$ cat config.mk
export PLATFORM = sky130hd
export DESIGN_NAME = fre_sqrt
export DESIGN_NICKNAME = d
export VERILOG_FILES = /design/src/design/fre_sqrt.sv
export SDC_FILE = /design/constraint.sdc
export NUM_CORES = 1
export LEC_CHECK = 0
export BUFFER_PORTS_ARGS = -buffer_cell sky130_fd_sc_hd__buf_4
export CAP_MARGIN = 20
export CORE_MARGIN = 5
export CORE_UTILIZATION = 50
export CTS_CLUSTER_DIAMETER = 200
export DETAILED_ROUTE_END_ITERATION = 6
export PLACE_DENSITY = 0.66
export SLEW_MARGIN = 25
export SYNTH_ARGS = -nofsm -noshare
export SYNTH_HDL_FRONTEND = slang
export SYNTH_SLANG_ARGS = --single-unit
$ cat constraint.sdc
create_clock -name clk -period 3.95 [get_ports clk]
set_clock_uncertainty 0.1 [all_clocks]
set_input_delay 0.1975 -clock clk [delete_from_list [all_inputs] [get_ports clk]]
set_output_delay 0.1975 -clock clk [all_outputs]
set_load 0.01 [all_outputs]
$ cat src/design/fre_sqrt.sv
// Pipelined integer square root: one result bit per register stage.
module fre_sqrt #(
  parameter int AW = 31
) (
  input  logic                  clk,
  input  logic [AW-1:0]         arg,
  output logic [(AW+1)/2-1:0]   root
);

  localparam int N = (AW + 1) / 2;
  localparam int W = AW + 1;

  logic [W-1:0] rad_s [0:N-1];
  logic [W-1:0] res_s [0:N];

  assign rad_s[0] = W'(arg);
  assign res_s[0] = '0;
  assign root     = res_s[N][N-1:0];

  for (genvar s = 0; s < N; s++) begin : g_stage
    localparam logic [W-1:0] BIT = W'(1) << (2 * (N - 1 - s));
    logic [W-1:0] trial;
    logic         take;

    // Test the next root bit
    always_comb begin
      trial = res_s[s] + BIT;
      take  = rad_s[s] >= trial;
    end

    always_ff @(posedge clk) begin
      res_s[s+1] <= take ? (res_s[s] >> 1) + BIT : res_s[s] >> 1;
    end
    if (s < N - 1) begin : g_carry
      always_ff @(posedge clk) begin
        rad_s[s+1] <= take ? rad_s[s] - trial : rad_s[s];
      end
    end
  end

endmodule

==> impl_results.md <==
- Count of unique library cells instantiated by Yosys: between 80 and 90
- Largest buffer count on any clock path: 3
- YS warnings: 0
- Share of synthesized area occupied by flip-flops and latches: 0.5398
- Overall Power: 19.61 mW
- Clock buffers created by TritonCTS: between 50 and 60
- TritonCTS clock tree: done
- Worst setup path category: flop to flop
- Synth top area share: 0.5398
- Wire length on met1: about 20 mm
- Wire length of the first global-routing pass: ~80 mm
- Number of detailed-routing iterations run before antenna repair: 5
- Core area: 0.04528 mm^2
- Async set-reset flop share out of synthesis: 0
- Number of enable-type register cells in the synthesized netlist: 0
- Hold path depth: 2
- Mean instance size in the synthesized netlist: between 10 and 15 um^2
- Final hold violations: 0
- Count of mapped cells out of synthesis: between 2000 and 2500
- Share of final-layout standard cells stronger than drive strength 1: 0.08532
- Outcome: finished, final reports clean
- Cts hold-fix bufs: 31
- Max_cap viols: 0
- Total length of routed wires: between 40 and 50 mm
- Inserted Diodes: 0
- Number of global-route vias before repair: 15740
- CTS Sinks: approximately 600
- Global placer's final weighted congestion: just under 0.9
- Die area: between 0.05 and 0.06 mm^2
- Min-delay worst type: input pin to flop
- Residual DRC: 0
- Critical-path cell list: inv_1, ha_1, o211ai_1, a21oi_1, a2111oi_0, o21ai_1, a41o_1, nor4_1, xor2_1
- CTS Root Buffer Type: sky130_fd_sc_hd__clkbuf_16
- Hold Startpoint: arg[7]
- Post-synthesis register bit count: ~620
- Total global-route track usage: 0.1925
- Count of placed standard cells in the final layout, fillers left out: about 3000
- Count of pins on the block boundary: 48
- Final net count: approximately 2500
- Share of power burned in registers: 0.450
- Clk pin slew, worst setup/hold paths: approximately 0.060 ns
- Cell Pwr Density: ~750 mW/mm^2
- Logic depth of the worst register-to-register path: 9
- Sw Pwr: just over 6 mW
- Clock latency on the worst-skew pair: ~0.65 ns
- Routed len/inst: about 16 um
- Syn Std Cell Area: ~0.023 mm^2
- Critical Path End Type: flop
- Vertical die dimension: 223.7 um
- Reg2Reg Setup Slack: 1.01 ns
- Count of cell instances traversed by the critical path: 9
- Proportion of power drawn by the clock network: 0.300
- Standard cell with the maximum stage delay on the critical path: sky130_fd_sc_hd__a2111oi_0
- Peak ir drop on the vdd network: between 0.4 and 0.5 mV
- Max Fanout on Critical Path: 6
- PostCTS Resize Cnt: 0
- Vias: 15703
- Area of the multi-input gates: just under 0.01 mm^2
- Layout overhead on the synthesized area: 15.06%
- Peak per-stage delay on the critical path: between 0.4 and 0.5 ns
- Total length of routed met2 wires: 24.83 mm
- Period utilisation layout: 0.7441
- Total buffers and inverters traversed by the critical path: 1
- Worst slew slack as a fraction of its limit: 0.4213
- Flip-flop and latch area: around 0.012 mm^2
- Starting density of the core: 0.5044
- Avg Vias per Cell: around 5.3
- Top cells by area, synth: sky130_fd_sc_hd__dfxtp_1 54%, sky130_fd_sc_hd__ha_1 8.1%, sky130_fd_sc_hd__xor2_1 4.1%
- HPWL after detailed placement: 37.09 mm
- Count of antenna-violating nets left after detailed routing: 0
- Area leader, netlist: sky130_fd_sc_hd__dfxtp_1
- Int Pwr: approximately 13 mW
- Kind of cell with the highest combined delay on the critical path: compound AO/OA/AOI/OAI gates
- Overflow left after global routing: 0
- Placement Rows: a little under 80
- Filler instances: approximately 3800
- Fraction of power spent switching nets: 0.3136
- Setup TNS: 0 ns
- Slew @ Worst Pin: between 0.8 and 0.9 ns
- CP Data Required Time: approximately 4.4 ns
- Critical register-to-register path endpoint: rad_s[94]
- Worst hold path endpoint: rad_s[455]
- Initial DRC count: 896
- Data arrival time of the critical path: between 3 and 4 ns
- Depth of the CTS H-tree: 2
- Length of routed met3 wiring: 1.652 mm
- Setup fix buffers added after clock tree synthesis: 0
- Worst Setup Start Kind: flop
- Achievable Freq: roughly 0.34 GHz
- Largest net degree at the start of global routing: 40
- X dimension of the die: between 200 and 250 um
- Initial antenna violation count: 0
- Number of failing setup endpoints in the final timing report: 0
- Predominant post-synthesis flop cell: sky130_fd_sc_hd__dfxtp_1
- Min cycle time layout: roughly 2.9 ns
- Count of input and output buffers: 47
- Leakage: 11.90 nW
- Max Used Layer: met4
- Crit Reg-Reg Startpoint: res_s[137]
- Placed Cells: between 2000 and 3000
- Comb pwr share: 0.250
- RSZ-0062 raised after global routing: no
- Number of slew-limit violations in the final report: 0
## power by group through the flow
| stage | Sequential, mW | Combinational [mW] | Clock [mW] |
|---|---|---|---|
| after CTS | 8.84 | 4.91 | 6.03 |
| after floorplan | 8.48 | 3.89 | 0 |
| after global placement | 8.96 | 4.74 | 0 |
| after global routing | 8.98 | 5.53 | 6.29 |
| after detailed placement | 8.97 | 4.84 | 0 |
| final | 8.82 | 4.90 | 5.88 |
## worst max-delay path by stage
stage	start	end	slack, ns
6_report	res_s[137]	rad_s[94]	1.01
5_1_grt	res_s[136]	rad_s[94]	0.78
4_1_cts	rad_s[267]	rad_s[250]	0.99
3_5_place_dp	rad_s[267]	rad_s[250]	1.06
3_3_place_gp	res_s[136]	rad_s[76]	1.04
2_1_floorplan	res_s[173]	rad_s[121]	1.53
## Yosys cell counts, types with 4 or more instances
| cell | count |
|---|---|
| sky130_fd_sc_hd__a211o_1 | 5 |
| sky130_fd_sc_hd__a211oi_1 | 15 |
| sky130_fd_sc_hd__a21boi_0 | 7 |
| sky130_fd_sc_hd__a21o_1 | 30 |
| sky130_fd_sc_hd__a21oi_1 | 102 |
| sky130_fd_sc_hd__a31oi_1 | 14 |
| sky130_fd_sc_hd__and2_1 | 6 |
| sky130_fd_sc_hd__and3_1 | 11 |
| sky130_fd_sc_hd__and4_1 | 5 |
| sky130_fd_sc_hd__and4b_1 | 7 |
| sky130_fd_sc_hd__buf_2 | 21 |
| sky130_fd_sc_hd__clkbuf_1 | 12 |
| sky130_fd_sc_hd__dfxtp_1 | 616 |
| sky130_fd_sc_hd__ha_1 | 148 |
| sky130_fd_sc_hd__inv_1 | 183 |
| sky130_fd_sc_hd__mux2_2 | 9 |
| sky130_fd_sc_hd__mux2i_1 | 7 |
| sky130_fd_sc_hd__nand2_1 | 158 |
| sky130_fd_sc_hd__nand2b_1 | 33 |
| sky130_fd_sc_hd__nand3_1 | 20 |
| sky130_fd_sc_hd__nand3b_1 | 9 |
| sky130_fd_sc_hd__nand4_1 | 24 |
| sky130_fd_sc_hd__nand4b_1 | 5 |
| sky130_fd_sc_hd__nor2_1 | 109 |
| sky130_fd_sc_hd__nor2b_1 | 21 |
| sky130_fd_sc_hd__nor3_1 | 57 |
| sky130_fd_sc_hd__nor3b_1 | 5 |
| sky130_fd_sc_hd__nor4_1 | 72 |
| sky130_fd_sc_hd__nor4b_1 | 16 |
| sky130_fd_sc_hd__nor4b_2 | 6 |
| sky130_fd_sc_hd__nor4bb_1 | 4 |
| sky130_fd_sc_hd__o211ai_1 | 9 |
| sky130_fd_sc_hd__o21a_1 | 24 |
| sky130_fd_sc_hd__o21ai_0 | 136 |
| sky130_fd_sc_hd__o21ai_1 | 5 |
| sky130_fd_sc_hd__o31ai_1 | 15 |
| sky130_fd_sc_hd__or2_2 | 12 |
| sky130_fd_sc_hd__or3_1 | 24 |
| sky130_fd_sc_hd__or4_1 | 11 |
| sky130_fd_sc_hd__xnor2_1 | 90 |
| sky130_fd_sc_hd__xor2_1 | 107 |
## cell usage in the layout (no fill, tap or decap), types with 11 or more instances in the layout
| cell | netlist | layout |
|---|---|---|
| sky130_fd_sc_hd__or4_1 | 11 | 11 |
| sky130_fd_sc_hd__nand3_1 | 20 | 20 |
| sky130_fd_sc_hd__nand4_1 | 24 | 24 |
| sky130_fd_sc_hd__nor2_1 | 109 | 108 |
| sky130_fd_sc_hd__o21a_1 | 24 | 24 |
| sky130_fd_sc_hd__a31oi_1 | 14 | 14 |
| sky130_fd_sc_hd__nand2_1 | 158 | 158 |
| sky130_fd_sc_hd__or3_1 | 24 | 24 |
| sky130_fd_sc_hd__or2_2 | 12 | 12 |
| sky130_fd_sc_hd__nor3_1 | 57 | 57 |
| sky130_fd_sc_hd__and3_1 | 11 | 11 |
| sky130_fd_sc_hd__dfxtp_1 | 616 | 616 |
| sky130_fd_sc_hd__xnor2_1 | 90 | 90 |
| sky130_fd_sc_hd__o31ai_1 | 15 | 15 |
| sky130_fd_sc_hd__o21ai_0 | 136 | 136 |
| sky130_fd_sc_hd__clkbuf_8 | 0 | 13 |
| sky130_fd_sc_hd__a21oi_1 | 102 | 101 |
| sky130_fd_sc_hd__nor4_1 | 72 | 72 |
| sky130_fd_sc_hd__buf_4 | 2 | 59 |
| sky130_fd_sc_hd__a211oi_1 | 15 | 15 |
| sky130_fd_sc_hd__xor2_1 | 107 | 107 |
| sky130_fd_sc_hd__inv_1 | 183 | 183 |
| sky130_fd_sc_hd__clkinv_2 | 0 | 12 |
| sky130_fd_sc_hd__nor4b_1 | 16 | 16 |
| sky130_fd_sc_hd__a21o_1 | 30 | 30 |
| sky130_fd_sc_hd__ha_1 | 148 | 148 |
| sky130_fd_sc_hd__dlygate4sd3_1 | 0 | 31 |
| sky130_fd_sc_hd__nor2b_1 | 21 | 21 |
| sky130_fd_sc_hd__clkbuf_16 | 0 | 59 |
| sky130_fd_sc_hd__nand2b_1 | 33 | 33 |
## metal layers
| metal | vias up | track usage |
|---|---|---|
| met5 | - | 0 |
| met4 | 0 | 0.06976 |
| met3 | 105 | 0.02935 |
| met2 | 270 | 0.3514 |
| met1 | 7376 | 0.2300 |
| li1 | 7952 | - |
## logic make-up after synthesis
logic type      Yosys count  synth area share
fa+ha+maj               148           0.08106
other cells               1         0.0001642
buf+inv                 220           0.03763
flops                   616            0.5398
simple gates            627            0.1483
xor+xnor                197           0.07553
compound gates          404            0.1094
mux                      17          0.007997
## state kept, by name, indices dropped and copies added, names as in the netlist
| signal | flops |
|---|---|
| res_s | 120 |
| rad_s | 480 |
| root | 16 |
## through the flow
stage / cell area, um^2 / utilization / setup slack, ns / hold slack (ns)
floorplan: 22850 / - / 1.525 / 0.1252
global placement: 23880 / 0.5274 / 1.036 / 0.2022
detailed placement: 23880 / 0.5274 / 1.057 / 0.2029
CTS: 26280 / 0.5804 / 0.9944 / 0.04763
global route: 26280 / 0.5804 / 0.7819 / 0.05923
finish: 26280 / 0.5804 / 1.011 / 0.08600
## final cells by class
type,count,share of cell area
clock inverters,25,0.01542
flip-flops and latches,616,0.4692
well taps,600,0.02856
repair buffers,90,0.02866
clock buffers,80,0.06412
multi-input cells,1395,0.3676
inverters,185,0.02642
No activity file was read; power rests on OpenSTA's default activity.
