==> src/design/fre_div.sv <==
// Pipelined restoring divider: one quotient bit per register stage.
module fre_div #(
  parameter int NW = 29,
  parameter int DW = 14,
  parameter int QW = 15
) (
  input  logic          clk,
  input  logic [NW-1:0] num,
  input  logic [DW-1:0] den,
  output logic [QW-1:0] quo
);

  localparam int W = (NW > DW + QW) ? NW : DW + QW;

  logic [W-1:0]  rem_s [0:QW-1];
  logic [DW-1:0] den_s [0:QW-1];
  logic [QW-1:0] quo_s [0:QW];

  assign rem_s[0] = W'(num);
  assign den_s[0] = den;
  assign quo_s[0] = '0;
  assign quo      = quo_s[QW];

  for (genvar s = 0; s < QW; s++) begin : g_stage
    localparam int B = QW - 1 - s;
    logic [W-1:0] sub;
    logic         take;

    // Trial subtract of the shifted divisor
    always_comb begin
      sub  = W'(den_s[s]) << B;
      take = rem_s[s] >= sub;
    end

    // Advance quotient, remainder and divisor
    always_ff @(posedge clk) begin
      quo_s[s+1] <= {quo_s[s][QW-2:0], take};
    end
    if (s < QW - 1) begin : g_carry
      always_ff @(posedge clk) begin
        rem_s[s+1] <= take ? rem_s[s] - sub : rem_s[s];
        den_s[s+1] <= den_s[s];
      end
    end
  end

endmodule

==> config.mk <==
export PLATFORM = sky130hd
export DESIGN_NAME = fre_div
export DESIGN_NICKNAME = d
export VERILOG_FILES = /design/src/design/fre_div.sv
export SDC_FILE = /design/constraint.sdc
export NUM_CORES = 1
export LEC_CHECK = 0
export BUFFER_PORTS_ARGS = -buffer_cell sky130_fd_sc_hd__buf_2
export CORE_ASPECT_RATIO = 1.1
export CORE_MARGIN = 5
export CORE_UTILIZATION = 60
export CTS_CLUSTER_DIAMETER = 100
export DETAILED_ROUTE_END_ITERATION = 10
export GPL_TIMING_DRIVEN = 0
export PLACE_DENSITY = 0.85
export SYNTH_ARGS = -nofsm -noshare
export SYNTH_HDL_FRONTEND = slang
export SYNTH_SLANG_ARGS = --single-unit
export TNS_END_PERCENT = 5
==> constraint.sdc <==
create_clock -name clk -period 3.6 [get_ports clk]
set_clock_uncertainty 0.1 [all_clocks]
set_input_delay 0.72 -clock clk [delete_from_list [all_inputs] [get_ports clk]]
set_output_delay 0.72 -clock clk [all_outputs]
set_load 0.02 [all_outputs]
==> reports/qor.txt, run 1 <==
Final GP Congestion: 1.01
Critical Path AT: 3.90 ns
Crit-path cells: inv_1, ha_1, or4b_2, nor4_1, nand4_1, a211o_1, nand4b_1, buf_4, mux2_2
Synthesized Nets: 3234
Io pins: 59
Synth Flop Type: dfxtp_1
Number of synthesized flops with an enable pin: 0
Post-synthesis sequential area ratio: 49.5%
Hold EP: den_s[185]
CTS buffer count: 71
NumNets Final: 3364
Initial drt markers: 1286
Placed inst area: 0.0303 sq mm
Core Area: 0.0480 sq mm
Post-Route WL: 64.8 mm
Post-Syn Instances: 2966
PortBufs: 58
Minimum clock period: 3.51 ns
Wire per inst: 17.1 um
Reg clk slew, reported paths: 0.06 ns
CP max stage cell: or4b_2
Vias in the first global route: 21.9k
GR Overflow Total: 0
CP max FO: 10
Ant diodes: 0
Seq pwr share: 38.8%
Max-slew headroom: 40.4%
Hold Path Class: in2reg
Num rows: 84
Ys Warns: 0
Max-cap viol count: 0
Power per cell area: 918 mW/mm^2
Capturing element type of the critical path: register
Root Buffer: clkbuf_16
Critical setup path kind: reg2reg
Mapped Area: 0.0292 sq mm
Initial Util: 60.8%
Distinct cells, synth: 81
Seq cells post-synth: 722
Startpoint types: register
Reg2reg setup slack: 0.09 ns
TritonCTS clock tree: built
Post-CTS setup buffer count: 0
H-tree levels: 3
Area Growth Syn to Fin: 12.0%
Outcome: completed
DP Cell Count: 3669
Largest net degree at the start of global routing: 16
FMAX: 285 MHz
R2R Path End: rem_s[374]
Avg Inst Size Synth: 9.85 sq um
Share of async-settable or async-resettable flops after synthesis: 0%
Via density: 5.66
Fillers: 3504
DP HPWL: 49.0 mm
Power share of the clock group: 24.3%
Layout cell share with drive strength beyond 1: 9.34%
Drc violations: 0
Sw power: 10.5 mW
Max Root-Sink Buffers: 3
Slowest Stage Delay on Critical Path: 0.63 ns
Die Height: 241 um
Antenna violations before repair: 0
Hold Path Cell Cnt: 1
Pins Over Slew Limit: 0
Final Hold Fails: 0
Final Cycle Share: 97.5%
Clock latency on the worst-skew pair: 0.60 ns
Combinational Power Share: 36.9%
R2r startpoint: den_s[188]
Min-delay src: den[3]
Slew @ Worst Pin: 0.885 ns
Multi-input combinational cell area: 0.0135 sq mm
Gr usage total: 24.4%
Final Non-Filler Cells: 3793
Unrepaired setup endpoints after global routing: no
Worst EP required: 3.99 ns
Tot Pwr: 30.0 mW
Die width: 220 um
Internal power: 19.6 mW
First-pass DRT Iterations: 6
Design area: 0.0327 sq mm
Vias: 21.5k
Min Hold Slack: 0.133 ns
Sw frac: 34.8%
Reg2Reg Depth: 9
Die Footprint: 0.0532 sq mm
Setup violators final: 0
CTS Sinks: 722
Final ANT Viol Nets: 0
VDD IR max: 562 uV
Leakage: 14.4 nW
Register Area: 0.0145 sq mm
Wire length of the first global-routing pass: 106 mm
cells in the mapped netlist, drive strengths merged (4+ instances only):
cell type  number  area, sq um
o21a           43          323
nor2          226          848
buf            31          206
inv           262          983
or2             6         37.5
o31ai          15          118
a211oi         14          105
o31a           14          123
a21o           57          428
o211ai         10         75.1
nor4           49          319
xnor2         142         1240
xor2           94          823
nor3b           6         45.0
a211o          10         87.6
or3            30          189
o21ai         155          776
a21boi          5         37.5
nand4b         10         87.6
nand3          31          155
nor4b          15          131
ha            210         2630
or4            17          131
o41ai           4         42.6
fa             14          280
nand2         171          642
clkbuf         33          134
nand3b         10         78.8
a2111oi         4         53.8
nor3           71          355
dfxtp         722        14500
mux2           57          642
and2            4         25.0
o21bai         18          135
o2111ai         7         61.3
and3            7         43.8
nand2b         45          289
o311ai          5         43.8
a21oi         204         1020
a41oi           4         35.0
nand4          30          188
a31oi          23          144
nor2b          35          219
area by class of cell:
class                   count  area share, %
plain buffers              63           1.07
clock buffers             103           6.42
clock inverters            22          0.780
inverters                 263           3.02
multi-input cells        1917           41.2
flip-flops and latches    722           44.2
well taps                 645           2.47
repair buffers             58          0.887
metal layers:
layer	vias to the layer above	wire, um	track usage [%]	share of wire [%]
li1	10499	-	-	-
met1	10056	24700	25.9	38
met3	230	2760	3.52	4.3
met5	-	0	0	0
met2	696	33600	45.8	52
met4	0	3770	14.5	5.8
state kept, by name, summed over array words and instances (netlist names):
signal / cells
den_s: 196
quo: 15
quo_s: 105
rem_s: 406
worst max path at each step:
stage | from | slack, ns | cells after the start | to
floorplan | den[8] | 0.40 | 10 | rem_s[404]
global placement | den[8] | -0.57 | 11 | rem_s[400]
detailed placement | den[8] | -0.64 | 11 | rem_s[400]
CTS | den_s[188] | 0.02 | 10 | rem_s[373]
global route | rem_s[210] | 0.006 | 13 | rem_s[194]
finish | den_s[188] | 0.09 | 9 | rem_s[374]
cell usage in the layout (no fill, tap or decap), drive strengths merged, types with 6 or more instances in the layout:
cell / netlist / final
o31a: 14 / 14
o21bai: 18 / 18
a21o: 57 / 57
buf: 31 / 88
nor4b: 15 / 15
o21ai: 155 / 155
nand2b: 45 / 45
nor3: 71 / 71
inv: 262 / 264
o21a: 43 / 43
o211ai: 10 / 10
dfxtp: 722 / 722
fa: 14 / 14
nor2: 226 / 226
nand3: 31 / 31
nor2b: 35 / 35
or2: 6 / 6
nand4: 30 / 30
xnor2: 142 / 142
nor3b: 6 / 6
a211o: 10 / 10
clkinv: 1 / 15
ha: 210 / 210
nand3b: 10 / 10
nor4: 49 / 49
o2111ai: 7 / 7
a31oi: 23 / 23
or4: 17 / 17
clkbuf: 33 / 136
or3: 30 / 30
nand4b: 10 / 10
o31ai: 15 / 15
a211oi: 14 / 14
mux2: 57 / 57
nand2: 171 / 171
a21oi: 204 / 204
xor2: 94 / 94
and3: 7 / 7
stage by stage:
stage | utilization, % | worst slack [ns] | setup TNS, ns
finish | 68.1 | 0.0883 | 0
global route | 68.1 | 0.00604 | 0
global placement | 63.1 | -0.571 | -7.83
detailed placement | 63.1 | -0.643 | -9.14
floorplan | - | 0.395 | 0
CTS | 68.1 | 0.0228 | 0
power groups by stage:
stage          clock network, mW  registers [mW]  logic [mW]
6_report                    7.31            11.7        11.1
5_1_grt                     7.82            11.9        12.3
4_1_cts                     7.44            11.6        10.9
3_5_place_dp                   0            11.8        10.7
3_3_place_gp                   0            11.7        10.3
2_1_floorplan                  0            11.3        8.63
kinds of logic after synthesis:
logic type / synth area share, %
flops: 49.5
fa+ha+maj: 9.95
simple gates: 13.3
buf+inv: 4.54
compound gates: 13.4
xor+xnor: 7.07
mux: 2.23
timing repair:
action / 4_1_cts / 5_1_grt
gates resized for setup: 7 / 16
pin swaps: 0 / 1
hold buffers: 0 / 0
endpoints found under the setup margin: 15 / 59
critical path, delay by kind of cell, from the launching register on:
kind	cells	cell delay (ns)
simple gates	4	1.51
compound gates	1	0.38
fa+ha+maj	1	0.37
flops	1	0.35
mux	1	0.34
buf+inv	2	0.34
Note: power is estimated with default switching activity, not from simulation.
==> run 2, diff against run 1 <==
--- a/config.mk
+++ b/config.mk
@@ -5,6 +5,7 @@
 export SDC_FILE = /design/constraint.sdc
 export NUM_CORES = 1
 export LEC_CHECK = 0
+export ABC_AREA = 1
 export BUFFER_PORTS_ARGS = -buffer_cell sky130_fd_sc_hd__buf_2
 export CORE_ASPECT_RATIO = 1.1
 export CORE_MARGIN = 5
==> run 2 against run 1 <==
  * Flip-flop and latch count stayed put
  * Clock-buffer cell count is 7 lower
  * Worst setup slack better by 0.81 ns
  * Combinational power is 45% higher
  * Fmax is 30% higher
  * Total power is 19% higher
==> reports/qor.txt, run 2 <==
Outcome: completed
PortBufs: 58 (unchanged)
VDD IR max: 547 uV (-2.7%)
FMAX: 370 MHz (+30%)
Initial drt markers: 2327 (+81%)
Layout cell share with drive strength beyond 1: 5.76% (-3.6 points)
Post-CTS Hold Buffers: 0 (unchanged)
Core Area: 0.0597 sq mm (+24%)
Min Hold Slack: 0.112 ns (-0.0211 ns)
Fin Setup TNS: 0 ns (unchanged)
Distinct cells, synth: 42 (-48%)
Setup violators final: 0 (unchanged)
Clock latency on the worst-skew pair: 0.62 ns (+0.02 ns)
Number of synthesized flops with an enable pin: 0 (unchanged)
Synth area leaders: dfxtp_1 (40%), nand2_1 (20%), inv_1 (9.7%)
Largest regs: rem_s: 406 flops, den_s: 196 flops, quo_s: 105 flops
Die width: 244 um (+11%)
Die Height: 267 um (+11%)
Post-synthesis sequential area ratio: 40.0% (-9.4 points)
Post-synth top area cell: dfxtp_1
Critical Path AT: 3.08 ns (-0.82 ns)
Most numerous cell in the Yosys netlist: nand2_1
Area Growth Syn to Fin: 10.5%
Design area: 0.0399 sq mm (+22%)
Capturing element type of the critical path: register
Synth top cells by count: nand2_1 (1954), inv_1 (932), dfxtp_1 (722), nor2_1 (465), nand3_1 (319)
Reg2reg setup slack: 0.89 ns (+0.81 ns)
Most common cell after layout, fill and taps aside: nand2_1
Worst EP required: 3.97 ns (-0.02 ns)
Wire per inst: 15.7 um (-8.1%)
Root Buffer: clkbuf_16
GR Overflow Total: 0 (unchanged)
Power per cell area: 899 mW/mm^2 (-2.0%)
Post-synth top area share: 40.0% (-9.4 points)
Final Cycle Share: 75.2% (-22 points)
Max-slew headroom: 54.1% (+14 points)
Avg Inst Size Synth: 6.79 sq um (-31%)
Antenna violations before repair: 0 (unchanged)
Largest register FFs: 406 (unchanged)
Hold Path Class: in2reg
Final ANT Viol Nets: 0 (unchanged)
Die Footprint: 0.0652 sq mm (+23%)
Post-Syn Instances: 5316 (+79%)
TritonCTS clock tree: built
CTS buffer count: 73 (+2.8%)
Unrepaired setup endpoints after global routing: no
Max Root-Sink Buffers: 3 (unchanged)
H-tree levels: 3 (unchanged)
Critical setup path kind: reg2reg
Startpoint types: register
CP max FO: 10 (unchanged)
Vias in the first global route: 31.5k (+44%)
DP HPWL: 79.3 mm (+62%)
Seq cells post-synth: 722 (unchanged)
Minimum clock period: 2.71 ns (-0.806 ns)
Final Hold Fails: 0 (unchanged)
Share of async-settable or async-resettable flops after synthesis: 0% (unchanged)
Num rows: 94 (+12%)
Mapped Area: 0.0361 sq mm (+24%)
Via density: 5.17 (-8.7%)
Leakage: 21.6 nW (+50%)
Max-cap viol count: 0 (unchanged)
Top reg by flops: rem_s
DP Cell Count: 6142 (+67%)
Largest net degree at the start of global routing: 17 (+1)
Final Non-Filler Cells: 6273 (+65%)
Synthesized Nets: 5584 (+73%)
# resized after CTS: 0 (-7)
Initial Util: 60.4% (-0.39 points)
Ant diodes: 0 (unchanged)
Post-Route WL: 98.6 mm (+52%)
Post-CTS setup buffer count: 0 (unchanged)
Slew @ Worst Pin: 0.681 ns (-0.204 ns)
Gr usage total: 29.8% (+5.4 points)
Synth Flop Type: dfxtp_1
Commonest non-fill, non-tap cells in the layout: nand2_1 (1954), inv_1 (932), dfxtp_1 (722)
Wire length of the first global-routing pass: 157 mm (+48%)
Drc violations: 0 (unchanged)
NumNets Final: 5717 (+70%)
Final GP Congestion: 0.983 (-3.0%)
Reg clk slew, reported paths: 0.06 ns (about the same)
First-pass DRT Iterations: 6 (unchanged)
Placed inst area: 0.0374 sq mm (+23%)
Io pins: 59 (unchanged)
Ys Warns: 0 (unchanged)
Vias: 32.4k (+51%)
CTS Sinks: 722 (unchanged)
Pins Over Slew Limit: 0 (unchanged)
run 2: cells by family (layout without fill, tap and decap cells):
kind of cell | after synthesis | count (layout) | share of synthesized area [%]
compound gates | 279 | 279 | 4.25
buf+inv | 1004 | 1193 | 11.0
xor+xnor | 119 | 119 | 2.89
fa+ha+maj | 224 | 224 | 8.05
simple gates | 2968 | 2968 | 33.7
flops | 722 | 722 | 40.0
run 2: metal layers:
layer / wire length, um / track usage (%) / vias to the layer above / share of wire [%]
met3: 4560 / 3.12 / 321 / 4.6
li1: - / - / 16478 / -
met2: 49300 / 55.5 / 1040 / 50
met5: 0 / 0 / - / 0
met4: 6050 / 16.4 / 0 / 6.1
met1: 38700 / 33.5 / 14581 / 39
run 2: area by class of cell:
cell class	instances	area (sq um)
clock buffers	96	2040
plain buffers	55	420
clock inverters	35	494
fillers	5255	19800
multi-input cells	3590	17700
inverters	949	3570
flip-flops and latches	722	14500
well taps	768	961
repair buffers	58	290
run 2: final timing paths:
path	startpoint	end	cells after the start
worst min-delay path	den[9]	den_s[191]	1
worst max-delay path	den_s[70]	rem_s[139]	12
worst min register to register	quo_s[77]	quo_s[63]	0
worst max register to register	den_s[70]	rem_s[139]	12
run 2: report_power, final:
part | total [mW] | internal (mW) | switching, mW
logic | 16.1 | 5.47 | 10.6
registers | 12.0 | 10.2 | 1.74
clock network | 7.84 | 4.69 | 3.15
total | 35.9 | 20.4 | 15.5
run 2: critical path: stages, from the launching register on:
cell and delay [ns]:
dfxtp_1 0.38, ha_1 0.19, inv_1 0.09, fa_1 0.45, nand3_1 0.11, nand3_1 0.13, nand2_1 0.09, nand2_1 0.13
nand3_1 0.13, nand3_2 0.10, inv_2 0.21, buf_2 0.30, a21oi_1 0.12
run 2: through the flow:
step	total power, mW	setup slack, ns	utilization (%)
global placement	27.5	0.787	62.5
floorplan	23.3	1.31	-
finish	35.9	0.894	66.8
CTS	35.8	0.916	66.8
detailed placement	27.8	0.796	62.5
global route	38.7	0.714	66.8
